[config.mk]
export PLATFORM = sky130hd
export DESIGN_NAME = matrix_keypad_scanner_debounce
export DESIGN_NICKNAME = d
export VERILOG_FILES = /design/src/mkpd_pkg.sv /design/src/matrix_keypad_scanner_debounce.sv /design/src/mkpd_debounce.sv /design/src/mkpd_col_scan.sv
export SDC_FILE = /design/constraint.sdc
export NUM_CORES = 1
export LEC_CHECK = 0
export BUFFER_PORTS_ARGS = -buffer_cell sky130_fd_sc_hd__buf_2
export CAP_MARGIN = 20
export CORE_UTILIZATION = 65
export DETAILED_ROUTE_END_ITERATION = 10
export GPL_TIMING_DRIVEN = 0
export PLACE_DENSITY = 0.85
export SYNTH_ARGS = -nofsm -noshare
export SYNTH_HDL_FRONTEND = slang
export SYNTH_SLANG_ARGS = --single-unit
[constraint.sdc]
create_clock -name clk -period 6.06 [get_ports clk]
set_input_delay 0.909 -clock clk [delete_from_list [all_inputs] [get_ports clk]]
set_output_delay 0.909 -clock clk [all_outputs]
set_load 0.1 [all_outputs]
[src/mkpd_pkg.sv]
// Shared types and constants for the keypad scanner.
// Used by mkpd_debounce, mkpd_col_scan and the top level.
`timescale 1ns / 1ps
`default_nettype none

package mkpd_pkg;

    localparam int NUM_ROWS        = 4;
    localparam int CNT_W           = 10;
    localparam int DEF_NUM_COLUMNS = 4;
    localparam int CFG_IDX_W       = 2;

    localparam logic [CNT_W-1:0] COLUMN_PERIOD_RST = 10'd10;
    localparam logic [CNT_W-1:0] DEBOUNCE_MS_RST   = 10'd100;

    localparam logic [CFG_IDX_W-1:0] REG_COLUMN_PERIOD = 2'd0;
    localparam logic [CFG_IDX_W-1:0] REG_DEBOUNCE_MS   = 2'd1;

    localparam logic [3:0] KEY_TABLE [0:3][0:3] = '{
        '{4'd1,  4'd2, 4'd3,  4'd12},
        '{4'd4,  4'd5, 4'd6,  4'd13},
        '{4'd7,  4'd8, 4'd9,  4'd14},
        '{4'd10, 4'd0, 4'd11, 4'd15}
    };

    typedef struct packed {
        logic       valid;
        logic [1:0] row;
    } key_hit_t;

endpackage

`default_nettype wire

[src/matrix_keypad_scanner_debounce.sv]
// Keypad scanner with per-row debounce, one tick beat in, one result beat out.
// Depends on mkpd_pkg, mkpd_debounce and mkpd_col_scan.
//
// Usage:
//   Input channel (in_valid/in_ready, row_edges): one beat per millisecond tick,
//   bit i set when row i saw a rising edge during that tick.
//   Output channel (out_valid/out_ready): exactly one result beat per tick with
//   the column drive after the tick and the debounced key, if any.
//   Config channel (cfg_valid/cfg_ready, cfg_index, cfg_data): index 0 sets
//   column_period, index 1 sets debounce_ms; other indexes are ignored.
//   cfg_ready is always high; write only while no tick is in flight.
// Timing:
//   The result beat is registered and appears in the cycle after its input beat.
//   One tick is taken every cycle unless the output stalls; the single result register sets that rate.
//   in_ready is low only while a result is held and out_ready is low, so a
//   stalled receiver holds the result and backs up the input one beat deep.
// Reset:
//   Column 0 is driven, all row countdowns are zero, the registers take
//   column_period = 10 and debounce_ms = 100, and no result is pending.
`timescale 1ns / 1ps
`default_nettype none

module matrix_keypad_scanner_debounce
    import mkpd_pkg::*;
#(
    parameter int NUM_COLUMNS = DEF_NUM_COLUMNS
)
(
    input  wire logic                 clk,
    input  wire logic                 rst_n,
    input  wire logic                 in_valid,
    output logic                      in_ready,
    input  wire logic [3:0]           row_edges,
    output logic                      out_valid,
    input  wire logic                 out_ready,
    output logic      [3:0]           column_drive,
    output logic                      key_valid,
    output logic      [1:0]           key_row,
    output logic      [1:0]           key_col,
    output logic      [3:0]           key_code,
    input  wire logic                 cfg_valid,
    output logic                      cfg_ready,
    input  wire logic [CFG_IDX_W-1:0] cfg_index,
    input  wire logic [CNT_W-1:0]     cfg_data
);

    localparam int COL_W = $clog2(NUM_COLUMNS);

    logic [CNT_W-1:0] column_period_reg;
    logic [CNT_W-1:0] debounce_ms_reg;
    logic             out_valid_reg;
    logic [3:0]       column_drive_reg;
    logic             key_valid_reg;
    logic [1:0]       key_row_reg;
    logic [1:0]       key_col_reg;
    logic [3:0]       key_code_reg;

    logic             tick;
    key_hit_t         hit;
    logic [COL_W-1:0] col_now;
    logic [COL_W-1:0] col_next;
    logic [1:0]       col_low;
    logic [3:0]       drive_next;

    assign cfg_ready = 1'b1;
    assign in_ready  = !out_valid_reg || out_ready;
    assign tick      = in_valid && in_ready;

    mkpd_debounce u_debounce (
        .clk         (clk),
        .rst_n       (rst_n),
        .tick        (tick),
        .row_edges   (row_edges),
        .debounce_ms (debounce_ms_reg),
        .hit         (hit)
    );

    mkpd_col_scan #(
        .NUM_COLUMNS (NUM_COLUMNS)
    ) u_col_scan (
        .clk           (clk),
        .rst_n         (rst_n),
        .tick          (tick),
        .column_period (column_period_reg),
        .col_now       (col_now),
        .col_next      (col_next)
    );

    assign col_low = 2'(col_now);

    always_comb
    begin
        for (int i = 0; i < 4; i++)
            drive_next[i] = (32'(col_next) == i);
    end

    always_ff @(posedge clk or negedge rst_n)
    begin
        if (!rst_n)
        begin
            column_period_reg <= COLUMN_PERIOD_RST;
            debounce_ms_reg   <= DEBOUNCE_MS_RST;
        end
        else if (cfg_valid && cfg_ready)
        begin
            if (cfg_index == REG_COLUMN_PERIOD)
                column_period_reg <= cfg_data;
            else if (cfg_index == REG_DEBOUNCE_MS)
                debounce_ms_reg <= cfg_data;
        end
    end

    always_ff @(posedge clk or negedge rst_n)
    begin
        if (!rst_n)
            out_valid_reg <= 1'b0;
        else if (in_ready)
            out_valid_reg <= in_valid;
    end

    always_ff @(posedge clk or negedge rst_n)
    begin
        if (!rst_n)
        begin
            column_drive_reg <= 4'b0001;
            key_valid_reg    <= 1'b0;
            key_row_reg      <= 2'd0;
            key_col_reg      <= 2'd0;
            key_code_reg     <= 4'd0;
        end
        else if (tick)
        begin
            column_drive_reg <= drive_next;
            key_valid_reg    <= hit.valid;
            key_row_reg      <= hit.valid ? hit.row : 2'd0;
            key_col_reg      <= hit.valid ? col_low : 2'd0;
            key_code_reg     <= hit.valid ? KEY_TABLE[hit.row][col_low] : 4'd0;
        end
    end

    assign out_valid    = out_valid_reg;
    assign column_drive = column_drive_reg;
    assign key_valid    = key_valid_reg;
    assign key_row      = key_row_reg;
    assign key_col      = key_col_reg;
    assign key_code     = key_code_reg;

endmodule

`default_nettype wire

[src/mkpd_debounce.sv]
// Per-row quiet countdowns and highest-row key selection.
// Depends on mkpd_pkg.
`timescale 1ns / 1ps
`default_nettype none

module mkpd_debounce
    import mkpd_pkg::*;
(
    input  wire logic                clk,
    input  wire logic                rst_n,
    input  wire logic                tick,
    input  wire logic [NUM_ROWS-1:0] row_edges,
    input  wire logic [CNT_W-1:0]    debounce_ms,
    output key_hit_t                 hit
);

    logic [CNT_W-1:0] quiet_reg  [NUM_ROWS];
    logic [CNT_W-1:0] quiet_next [NUM_ROWS];

    always_comb
    begin
        logic [CNT_W-1:0] dec;
        hit = '0;
        for (int r = 0; r < NUM_ROWS; r++)
        begin
            dec = (quiet_reg[r] == '0) ? '0 : quiet_reg[r] - 1'b1;
            quiet_next[r] = dec;
            if (row_edges[r])
            begin
                if (dec == '0)
                begin
                    hit.valid = 1'b1;
                    hit.row   = 2'(r);
                end
                quiet_next[r] = debounce_ms;
            end
        end
    end

    always_ff @(posedge clk or negedge rst_n)
    begin
        if (!rst_n)
        begin
            for (int r = 0; r < NUM_ROWS; r++)
                quiet_reg[r] <= '0;
        end
        else if (tick)
        begin
            for (int r = 0; r < NUM_ROWS; r++)
                quiet_reg[r] <= quiet_next[r];
        end
    end

endmodule

`default_nettype wire

[src/mkpd_col_scan.sv]
// Column scan counter: holds the active column and its tick count.
// Depends on mkpd_pkg.
`timescale 1ns / 1ps
`default_nettype none

module mkpd_col_scan
    import mkpd_pkg::*;
#(
    parameter int NUM_COLUMNS = DEF_NUM_COLUMNS,
    localparam int COL_W      = $clog2(NUM_COLUMNS)
)
(
    input  wire logic             clk,
    input  wire logic             rst_n,
    input  wire logic             tick,
    input  wire logic [CNT_W-1:0] column_period,
    output logic      [COL_W-1:0] col_now,
    output logic      [COL_W-1:0] col_next
);

    localparam logic [COL_W-1:0] LAST_COL = COL_W'(NUM_COLUMNS - 1);

    logic [COL_W-1:0] col_reg;
    logic [CNT_W-1:0] ticks_reg;
    logic [CNT_W-1:0] ticks_next;
    logic [CNT_W-1:0] ticks_inc;
    logic [CNT_W-1:0] period;

    assign col_now   = col_reg;
    assign ticks_inc = ticks_reg + 1'b1;
    assign period    = (column_period == '0) ? CNT_W'(1) : column_period;

    always_comb
    begin
        ticks_next = ticks_inc;
        col_next   = col_reg;
        if (ticks_inc >= period)
        begin
            ticks_next = '0;
            col_next   = (col_reg == LAST_COL) ? '0 : col_reg + 1'b1;
        end
    end

    always_ff @(posedge clk or negedge rst_n)
    begin
        if (!rst_n)
        begin
            col_reg   <= '0;
            ticks_reg <= '0;
        end
        else if (tick)
        begin
            col_reg   <= col_next;
            ticks_reg <= ticks_next;
        end
    end

endmodule

`default_nettype wire
==> reports/metrics.cfg, run 1 <==
[cts]
clk_latency_ps = 360
htreeDepth = 3
cts_tree = done
cts_buffers = 9
cts_buffer_depth = 2
clkSinkCount = 86
cts.clk_slew.worst_paths_ps = 90
holdBufCountCts = 0
postCtsSetupBuffers = 0
clockRootBuffer = clkbuf_8
post_cts_resized = 0

[synth]
ys_ff_latch = 86
async_flop_share_pct = 100
syn_avg_cell_area_um2 = 8.67
synth_xor_area_share_pct = 2.05
synthDominantCellAreaShare_pct = 39.0
synth_top_family_by_area = compound AO/OA/AOI/OAI gates
synth_compound_area_share_pct = 22.9
yosysUniqueCellTypes = 63
yosysWarnings = 0
netlist_top_cells_area = dfrtp_1 39%, o21ai_0 9.2%, ha_1 5.6%
synth_nets = 636
yosys.area_share.simple_pct = 19.0
ys_seq_area_share_pct = 42.1
syn-instance-count = 592
synthMuxAreaShare_pct = 3.80
synth_area_um2 = 5130
synthAdderAreaFrac_pct = 5.61
synth_edf_count = 0
yosysTopAreaCell = dfrtp_1
ys.flop_type = dfrtp_1

[global_routing]
grt_usage_pct = 33.8
overflow = 0
grt_pass1_vias = 4454
grt_pass1_wl_mm = 21.8
grt_max_degree = 46
antenna_found_initial = 0

[worst_setup_path]
crit_chain = inv_1 -> ha_1 -> nor3b_2 -> nand3_1 -> nor3b_1 -> o221ai_2 -> nand2_1 -> and2_1 -> inv_1 -> ha_1 -> or3_1 -> o311ai_0 -> o31ai_1
slowest_stage = nor3b_2
worst-endpoint-arrival_ps = 3700
crit_required_ps = 6300
startpoint_type = register
crit_buf_inv = 2
worst_path_largest_cell_delay_ps = 500
cp_max_fo = 9
critPathKind = register to register
cp_top_family = simple AND/OR/NAND/NOR gates
cp-end-kind = register

[timing]
tns_ps = 0
finalCritPeriodShare_pct = 57.0
rsz0062_at_grt = false
fin_skew_ps = 10.4
finalMaxSlewViolations = 0
setup_viol = 0
relSlewSlack_pct = 30.6
tightest_slew_ps = 1040
max_freq_mhz = 289
final_hold_viol_count = 0
period_needed_ps = 3450
setup_slack_ps = 2610

[min_path]
hold_path.class = register to register

[run_status]
status = complete, no violations

[power_and_ir_drop]
combPwrFrac_pct = 38.2
power_switching_uw = 981
p_sw_share_pct = 41.8
p_int_uw = 1370
pwr-share-clk_pct = 23.5
p_per_area_nw_per_um2 = 409
ir_worst_vdd_uv = 239
p_leak_uw = 0.00254
pwr-share-seq_pct = 38.3

[floorplan]
core_um2 = 7690
dieArea_um2 = 8260
die_h_um = 90.9
io_pins = 37
num_rows = 32
start_util_pct = 66.8
die_w_um = 90.9

[detailed_routing]
first_pass_iters = 5
drtIter0Drc = 447
avgRoutedWirePerCell_um = 17.8
ant_nets = 0
drt-vias-per-instance = 6.44
via_count = 4797
drcViolationCount = 0
drt_wl_total_mm = 13.3

[placement]
dp_slack_ps = 2640
hpwl_mm = 9.40
io_buffers = 34
place_congestion = 0.900
placed_area_um2 = 5460

[cells_and_area]
synthToLayoutAreaGrowth_pct = 11.8
fin_area_um2 = 5740
largest_reg_flops = 40
layout.nets = 682
layout_commonest_cell = o21ai_0
antennaDiodeCount = 0
drive_gt1_share_pct = 13.4
layout_common_cells = 94 x o21ai_0, 80 x dfrtp_1, 67 x nand2_1

[job]
drv_cap = 0

final cells by class:
type,instances,area (um^2)
sequential,86,2160
multi-input combinational,445,2740
fill,588,1950
buffer,31,123
inverter,30,113
timing repair buffer,35,200
tap,102,128
clock buffer,11,151
clock inverter,5,129
worst reg2reg max path, stage by stage, from the launching register on:
cell and delay (ps):
dfrtp_1 410, inv_1 130, ha_1 240, nor3b_2 500
nand3_1 220, nor3b_1 310, o221ai_2 220, nand2_1 140
and2_1 240, inv_1 110, ha_1 220, or3_1 370
o311ai_0 130, o31ai_1 100
cells by family (layout without fill, tap and decap cells):
| kind of cell | Yosys count | in the layout |
|---|---|---|
| muxes | 18 | 18 |
| AOI/OAI and AO/OA | 194 | 194 |
| buffers and inverters | 61 | 112 |
| other | 1 | 1 |
| and+or+nand+nor | 197 | 197 |
| xor gates and xnor gates | 12 | 12 |
| DFF | 86 | 86 |
| adders and majority gates | 23 | 23 |
synthesized netlist by cell type, drive strengths merged, types with 7 or more instances:
master / number
o21ai: 97
a32oi: 15
buf: 7
ha: 23
a31oi: 7
mux2: 12
nand2b: 7
clkbuf: 24
nand3: 17
dfrtp: 80
nor3: 18
a21oi: 39
nand2: 68
inv: 30
nor2: 41
per-layer routing:
metal	up-vias	wire, um	GRT usage (%)	share of wire, %
met4	0	460	15.5	3.5
li1	2233	-	-	-
met2	213	6250	54.4	47
met5	-	0	0	0
met1	2313	5680	44.1	43
met3	38	909	6.82	6.8
worst paths after layout:
path	from	end	slack [ps]	cells after the start
worst max-delay path	u_debounce.quiet_reg[10]$_DFFE_PN0P_	key_code[0]$_DFFE_PN0P_	2610	13
worst min-delay path	key_code[0]$_DFFE_PN0P_	key_code[0]$_DFFE_PN0P_	480	2
worst max register to register	u_debounce.quiet_reg[10]$_DFFE_PN0P_	key_code[0]$_DFFE_PN0P_	2610	13
worst min register to register	key_code[0]$_DFFE_PN0P_	key_code[0]$_DFFE_PN0P_	480	2
max in group asynchronous	rst_n	column_drive[0]$_DFFE_PN1P_	4870	2
min in group asynchronous	rst_n	u_debounce.quiet_reg[14]$_DFFE_PN0P_	520	1
stage by stage:
stage	total power [uW]	util, %	hold WS (ps)	std cells
detailed placement	1780	71.0	466	729
global placement	1730	70.7	456	728
finish	2350	74.7	481	745
CTS	2330	74.7	487	745
global route	2490	74.7	511	745
floorplan	1550	-	459	592
power by group through the flow:
stage	clock, uW	combinational (uW)	sequential [uW]
final	553	897	900
after global routing	581	993	914
after CTS	553	887	891
after detailed placement	0	878	900
after global placement	0	839	891
after floorplan	0	558	991
No activity file was read; power rests on OpenSTA's default activity.
==> inputs of run 2 (changes only) <==
- CORE_UTILIZATION: 65 -> 55
- PLACE_DENSITY: 0.85 -> 0.77
- clock period: 6.06 -> 2.9 ns (I/O delays scaled with it)
==> run 2 against run 1 <==
Net effect: hold slack lost 420 ps; cell count grew 3.1%; highest routed layer unchanged; flip-flop and latch count is the same; critical endpoint is now u_col_scan.ticks_reg[6]$_DFFE_PN0P_; sequential share of layout area shrank 1.8 points.
==> reports/metrics.cfg, run 2 (same netlist as run 1, synthesis figures left out) <==
[worst_setup_path]
crit_top_cell = and3_1
r2r_slack_ps = 40  ; -2570 ps
cp-end-kind = register
worst-endpoint-arrival_ps = 3110  ; -590 ps
critPathKind = register to register
worst_path_largest_cell_delay_ps = 440  ; -60 ps
cp_top_family = simple AND/OR/NAND/NOR gates
r2r-start = u_col_scan.ticks_reg[1]$_DFFE_PN0P_
slowest_stage = dfrtp_1
r2r-end = u_col_scan.ticks_reg[6]$_DFFE_PN0P_
crit_buf_inv = 1  ; -1
cp_max_fo = 10  ; +1
crit_required_ps = 3150  ; -3150 ps
startpoint_type = register
crit_chain = and3_1 -> and3_1 -> and3_1 -> and3_1 -> xor2_1 -> ha_1 -> nand2_1 -> o21ai_0 -> clkbuf_2 -> o21ai_0 -> a32o_1
worst-r2r-cell-count = 11  ; -2

[cts]
clk_latency_ps = 360  ; about the same
cts.clk_slew.worst_paths_ps = 90  ; about the same
htreeDepth = 3  ; unchanged
holdBufCountCts = 0  ; unchanged
cts_buffer_depth = 2  ; unchanged
clockRootBuffer = clkbuf_8
cts_buffers = 9  ; unchanged
clkSinkCount = 86  ; unchanged
cts_tree = done

[detailed_routing]
drcViolationCount = 0  ; unchanged
drt-vias-per-instance = 6.29  ; -2.3%
ant_nets = 0  ; unchanged
avgRoutedWirePerCell_um = 18.3  ; +2.5%
drtIter0Drc = 541  ; +21%
drt_wl_total_mm = 14.0  ; +5.6%
via_count = 4832  ; +0.73%
first_pass_iters = 5  ; unchanged

[power_and_ir_drop]
p_per_area_nw_per_um2 = 814  ; +99%
power_switching_uw = 2170  ; +120%
p_leak_uw = 0.00262  ; +3.3%
pwr-share-seq_pct = 38.9  ; +0.6 points
combPwrFrac_pct = 43.2  ; +5.0 points
ir_worst_vdd_uv = 412  ; +73%
pwr-share-clk_pct = 17.9  ; -5.6 points
p_total_uw = 4920  ; +110%
p_sw_share_pct = 44.0  ; +2.2 points
p_int_uw = 2760  ; +100%

[placement]
hpwl_mm = 9.41  ; about the same
io_buffers = 34  ; unchanged
place_congestion = 0.924  ; +2.7%
dpl.cell_count = 735  ; +0.82%
dp_slack_ps = -477  ; -3110 ps

[min_path]
hold_path.class = primary input to asynchronous set/reset pin

[cells_and_area]
drive_gt1_share_pct = 20.3  ; +6.9 points
largest_reg_flops = 40  ; unchanged
instances_no_fill = 768  ; +3.1%
layout_commonest_cell = o21ai_0
nFillCells = 696  ; +18%
layout_common_cells = 93 x o21ai_0, 76 x dfrtp_1, 66 x nand2_1
synthToLayoutAreaGrowth_pct = 17.9
layout.nets = 699  ; +2.5%
antennaDiodeCount = 0  ; unchanged

[timing]
finalHoldWorstSlack_ps = 60.2  ; -421 ps
relSlewSlack_pct = 53.2  ; +23 points
finalCritPeriodShare_pct = 98.6  ; +42 points
fin_skew_ps = 10.8  ; +0.408 ps
setup_slack_ps = 40.4  ; -2570 ps
max_freq_mhz = 350  ; +21%
period_needed_ps = 2860  ; -595 ps
final_hold_viol_count = 0  ; unchanged
finalMaxSlewViolations = 0  ; unchanged
tightest_slew_ps = 697  ; -342 ps
setup_viol = 0  ; unchanged

[floorplan]
start_util_pct = 57.7  ; -9.0 points
die_w_um = 98.6  ; +8.5%
num_rows = 34  ; +6.3%
core_um2 = 8890  ; +16%
die_h_um = 98.6  ; +8.5%
dieArea_um2 = 9720  ; +18%
io_pins = 37  ; unchanged

[global_routing]
grt_max_degree = 46  ; unchanged
antenna_found_initial = 0  ; unchanged
overflow = 0  ; unchanged
use_met1_pct = 40.5  ; -3.6 points
busiest_layer = met2
grt_usage_pct = 29.4  ; -4.4 points
grt_pass1_wl_mm = 22.6  ; +3.5%
grtUsageMet2_pct = 46.7  ; -7.7 points
grt_pass1_vias = 4621  ; +3.7%
use_met3_pct = 5.53  ; -1.3 points

[job]
drv_cap = 0  ; unchanged

[run_status]
status = complete, no violations

-- run 2: cell types whose count changed in the layout (fill, tap and decap cells not counted), sizes merged --
cell      before  now
buf           42   59
bufinv         4    1
clkbuf        35   37
clkinvlp       0    1
-- run 2: worst register-to-register path: cells and delay by family (launching register included) --
family / cells / cell delay (ps)
AOI/OAI and AO/OA: 3 / 610
xor gates and xnor gates: 1 / 160
adders and majority gates: 1 / 320
buffers and inverters: 1 / 270
DFF: 1 / 440
and+or+nand+nor: 5 / 960
-- run 2: final cells by class --
type / instances / area [um^2] / area share (%)
Buffer: 31 / 130 / 2.15
Tap cell: 108 / 135 / 2.23
Clock inverter: 3 / 42.5 / 0.703
Multi-Input combinational cell: 445 / 2980 / 49.2
Inverter: 30 / 113 / 1.86
Sequential cell: 86 / 2160 / 35.8
Clock buffer: 13 / 159 / 2.63
Timing Repair Buffer: 52 / 329 / 5.44
-- run 2: worst max-delay path by stage --
stage / startpoint / to / slack, ps / cells after the start
global route: u_col_scan.ticks_reg[1]$_DFFE_PN0P_ / u_col_scan.ticks_reg[2]$_DFFE_PN0P_ / -110 / 11
global placement: u_debounce.quiet_reg[10]$_DFFE_PN0P_ / key_code[0]$_DFFE_PN0P_ / -330 / 13
detailed placement: u_debounce.quiet_reg[10]$_DFFE_PN0P_ / key_code[0]$_DFFE_PN0P_ / -480 / 13
finish: u_col_scan.ticks_reg[1]$_DFFE_PN0P_ / u_col_scan.ticks_reg[6]$_DFFE_PN0P_ / 40 / 11
floorplan: u_debounce.quiet_reg[10]$_DFFE_PN0P_ / key_code[0]$_DFFE_PN0P_ / 30 / 13
CTS: u_debounce.quiet_reg[10]$_DFFE_PN0P_ / key_code[0]$_DFFE_PN0P_ / 0.7 / 14
-- run 2: routing by layer --
| layer | routed length [um] | part of all wire, % |
|---|---|---|
| met5 | 0 | 0 |
| met4 | 353 | 2.5 |
| met3 | 860 | 6.1 |
| met2 | 6680 | 48 |
| met1 | 6150 | 44 |
-- run 2: power by group through the flow --
stage          logic (uW)  registers, uW  clock network (uW)
6_report             2130           1920                 881
5_1_grt              2340           1950                 935
4_1_cts              1930           1880                 899
3_5_place_dp         1840           1890                   0
3_3_place_gp         1770           1870                   0
2_1_floorplan        1170           2070                   0
-- run 2: what timing repair did --
action                                  in CTS  in global routing
buffers inserted                             7                  9
pin swaps                                    3                 10
endpoints found under the setup margin      18                 16
resized for setup                           19                 31
-- run 2: stage by stage --
stage	util [%]	area (um^2)	setup TNS (ps)
after floorplan	-	5140	0
after global placement	61.3	5450	-1630
after detailed placement	61.6	5480	-2570
after CTS	65.4	5820	0
after global routing	68.1	6050	-426
final	68.1	6050	0
==> inputs of run 3 (changes only) <==
- CORE_UTILIZATION: 55 -> 65
- PLACE_DENSITY: 0.77 -> 0.85
- SKIP_LAST_GASP: unset -> 1
- clock period: 2.9 -> 3.4 ns (I/O delays scaled with it)
==> run 3 against run 2 <==
Net effect: hold slack better by 70 ps; highest routed layer unchanged; fmax is 12% lower; non-clock buffer count decreased by 14; utilization rose by 7.4 points; largest cell class unchanged; die area is 15% lower; flip-flop and latch count unchanged; worst setup slack better by 110 ps; critical path type unchanged.
==> reports/metrics.cfg, run 3 (same netlist as run 1, synthesis figures left out) <==
[run_status]
status = complete, no violations

[timing]
period_needed_ps = 3250  ; +391 ps
finalCritPeriodShare_pct = 95.6  ; -3.0 points
tightest_slew_ps = 1020  ; +325 ps
finalMaxSlewViolations = 0  ; unchanged
setup_slack_ps = 149  ; +109 ps
setup_viol = 0  ; unchanged
final_hold_viol_count = 0  ; unchanged
relSlewSlack_pct = 31.7  ; -21 points
max_freq_mhz = 308  ; -12%
fin_skew_ps = 8.26  ; -2.50 ps

[floorplan]
die_h_um = 90.9  ; -7.8%
io_pins = 37  ; unchanged
num_rows = 32  ; -5.9%
start_util_pct = 66.8  ; +9.0 points
core_um2 = 7690  ; -14%
die_w_um = 90.9  ; -7.8%
dieArea_um2 = 8260  ; -15%

[worst_setup_path]
worst-endpoint-arrival_ps = 3490  ; +380 ps
cp_max_fo = 6  ; -4
worst_path_largest_cell_delay_ps = 420  ; -20 ps
slowest_stage = dfrtp_1
crit_required_ps = 3640  ; +490 ps
cp-end-kind = register
critPathKind = register to register
r2r-end = key_code[0]$_DFFE_PN0P_
crit_chain = inv_1 -> ha_1 -> nor3b_4 -> buf_4 -> a21boi_0 -> o22ai_1 -> o221ai_2 -> nand2_1 -> and2_1 -> inv_1 -> ha_1 -> or3_1 -> o311ai_0 -> o31ai_1
r2r_slack_ps = 150  ; +110 ps
startpoint_type = register
r2r-start = u_debounce.quiet_reg[10]$_DFFE_PN0P_
worst-r2r-cell-count = 14  ; +3

[cts]
htreeDepth = 3  ; unchanged
clockRootBuffer = clkbuf_8
cts_buffers = 9  ; unchanged
cts.clk_slew.worst_paths_ps = 90  ; about the same
holdBufCountCts = 0  ; unchanged
clk_latency_ps = 360  ; about the same
cts_tree = done
cts_buffer_depth = 2  ; unchanged
clkSinkCount = 86  ; unchanged

[job]
drv_cap = 0  ; unchanged

[cells_and_area]
layout_common_cells = 94 x o21ai_0, 80 x dfrtp_1, 67 x nand2_1
layout_commonest_cell = o21ai_0
drive_gt1_share_pct = 14.2  ; -6.1 points
synthToLayoutAreaGrowth_pct = 13.0
largest_reg_flops = 40  ; unchanged
nFillCells = 569  ; -18%
antennaDiodeCount = 0  ; unchanged
layout.nets = 685  ; -2.0%
utilization_pct = 75.5  ; +7.4 points

[detailed_routing]
ant_nets = 0  ; unchanged
drtIter0Drc = 382  ; -29%
first_pass_iters = 5  ; unchanged
drcViolationCount = 0  ; unchanged
avgRoutedWirePerCell_um = 18.0  ; -1.4%
via_count = 4842  ; +0.21%
drt-vias-per-instance = 6.47  ; +2.9%
drt_wl_total_mm = 13.5  ; -4.0%

[global_routing]
antenna_found_initial = 0  ; unchanged
grt_pass1_vias = 4454  ; -3.6%
overflow = 0  ; unchanged
grt_max_degree = 46  ; unchanged
grt_usage_pct = 33.8  ; +4.4 points
grt_pass1_wl_mm = 21.8  ; -3.4%

[power_and_ir_drop]
ir_worst_vdd_uv = 427  ; +3.6%
p_per_area_nw_per_um2 = 731  ; -10%
p_total_uw = 4240  ; -14%
p_leak_uw = 0.00256  ; -2.3%

[placement]
hpwl_mm = 9.40  ; about the same
place_congestion = 0.900  ; -2.6%
dp_slack_ps = -24.2  ; +453 ps
io_buffers = 34  ; unchanged

[min_path]
hold_path.class = primary input to asynchronous set/reset pin

==> run 3: cell types whose count changed in the layout (fill, tap and decap cells not counted), moves of 3 or more <==
cell       delta
dfrtp_2       -4
dfrtp_1       +4
nor3_2        -3
ha_4          -4
nand3_2       -4
buf_4        -12
ha_1          +4
nand3_1       +4
nor3_1        +3
bufinv_16     +3
==> run 3: what timing repair did <==
item / 4_1_cts / 5_1_grt
resized for setup: 1 / 5
setup buffers: 0 / 3
endpoints found under the setup margin: 1 / 4
pin swaps: 0 / 0
==> run 3: how the worst max path moves through the flow <==
stage	start	endpoint	slack (ps)	depth (start not counted)
after global routing	u_debounce.quiet_reg[10]$_DFFE_PN0P_	key_code[0]$_DFFE_PN0P_	-60	13
after CTS	u_debounce.quiet_reg[10]$_DFFE_PN0P_	key_code[0]$_DFFE_PN0P_	80	13
after global placement	u_debounce.quiet_reg[10]$_DFFE_PN0P_	key_code[0]$_DFFE_PN0P_	60	13
final	u_debounce.quiet_reg[10]$_DFFE_PN0P_	key_code[0]$_DFFE_PN0P_	150	14
after detailed placement	u_debounce.quiet_reg[10]$_DFFE_PN0P_	key_code[0]$_DFFE_PN0P_	-20	13
after floorplan	out_valid$_DFFE_PN0N_	key_code[0]$_DFFE_PN0P_	420	6
==> run 3: where the power goes <==
part           leakage (uW)  internal [uW]  switching [uW]
logic               0.00135            565            1070
clock network      0.000140            604             383
registers           0.00107           1290             323
==> run 3: per-layer routing <==
layer / routed length (um) / vias to the layer above / track usage, %
met5: 0 / - / 0
met4: 488 / 0 / 15.5
met3: 1080 / 45 / 6.82
met2: 6330 / 251 / 54.4
met1: 5590 / 2308 / 44.1
li1: - / 2238 / -
==> run 3: final cells by class <==
type	count	area [um^2]	share of cell area, %
plain buffers	31	123	2.11
clock buffers	11	151	2.61
clock inverters	5	129	2.22
inverters	30	113	1.94
multi-input cells	445	2780	47.9
flip-flops and latches	86	2160	37.2
well taps	102	128	2.20
repair buffers	38	223	3.84
==> run 3: stage by stage <==
stage | hold WS [ps] | setup TNS, ps | cells | cell area, um^2
3_5_place_dp | 466 | -24.2 | 729 | 5460
6_report | 130 | 0 | 748 | 5800
3_3_place_gp | 456 | 0 | 728 | 5430
4_1_cts | 146 | 0 | 745 | 5750
5_1_grt | 157 | -75.0 | 748 | 5800
2_1_floorplan | 214 | 0 | 592 | 5130
==> run 3: worst max-delay path, delay by kind of cell, from the launching register on <==
family,cells,cell delay [ps]
and+or+nand+nor,4,1090
buffers and inverters,3,430
DFF,1,420
adders and majority gates,2,460
AOI/OAI and AO/OA,5,720
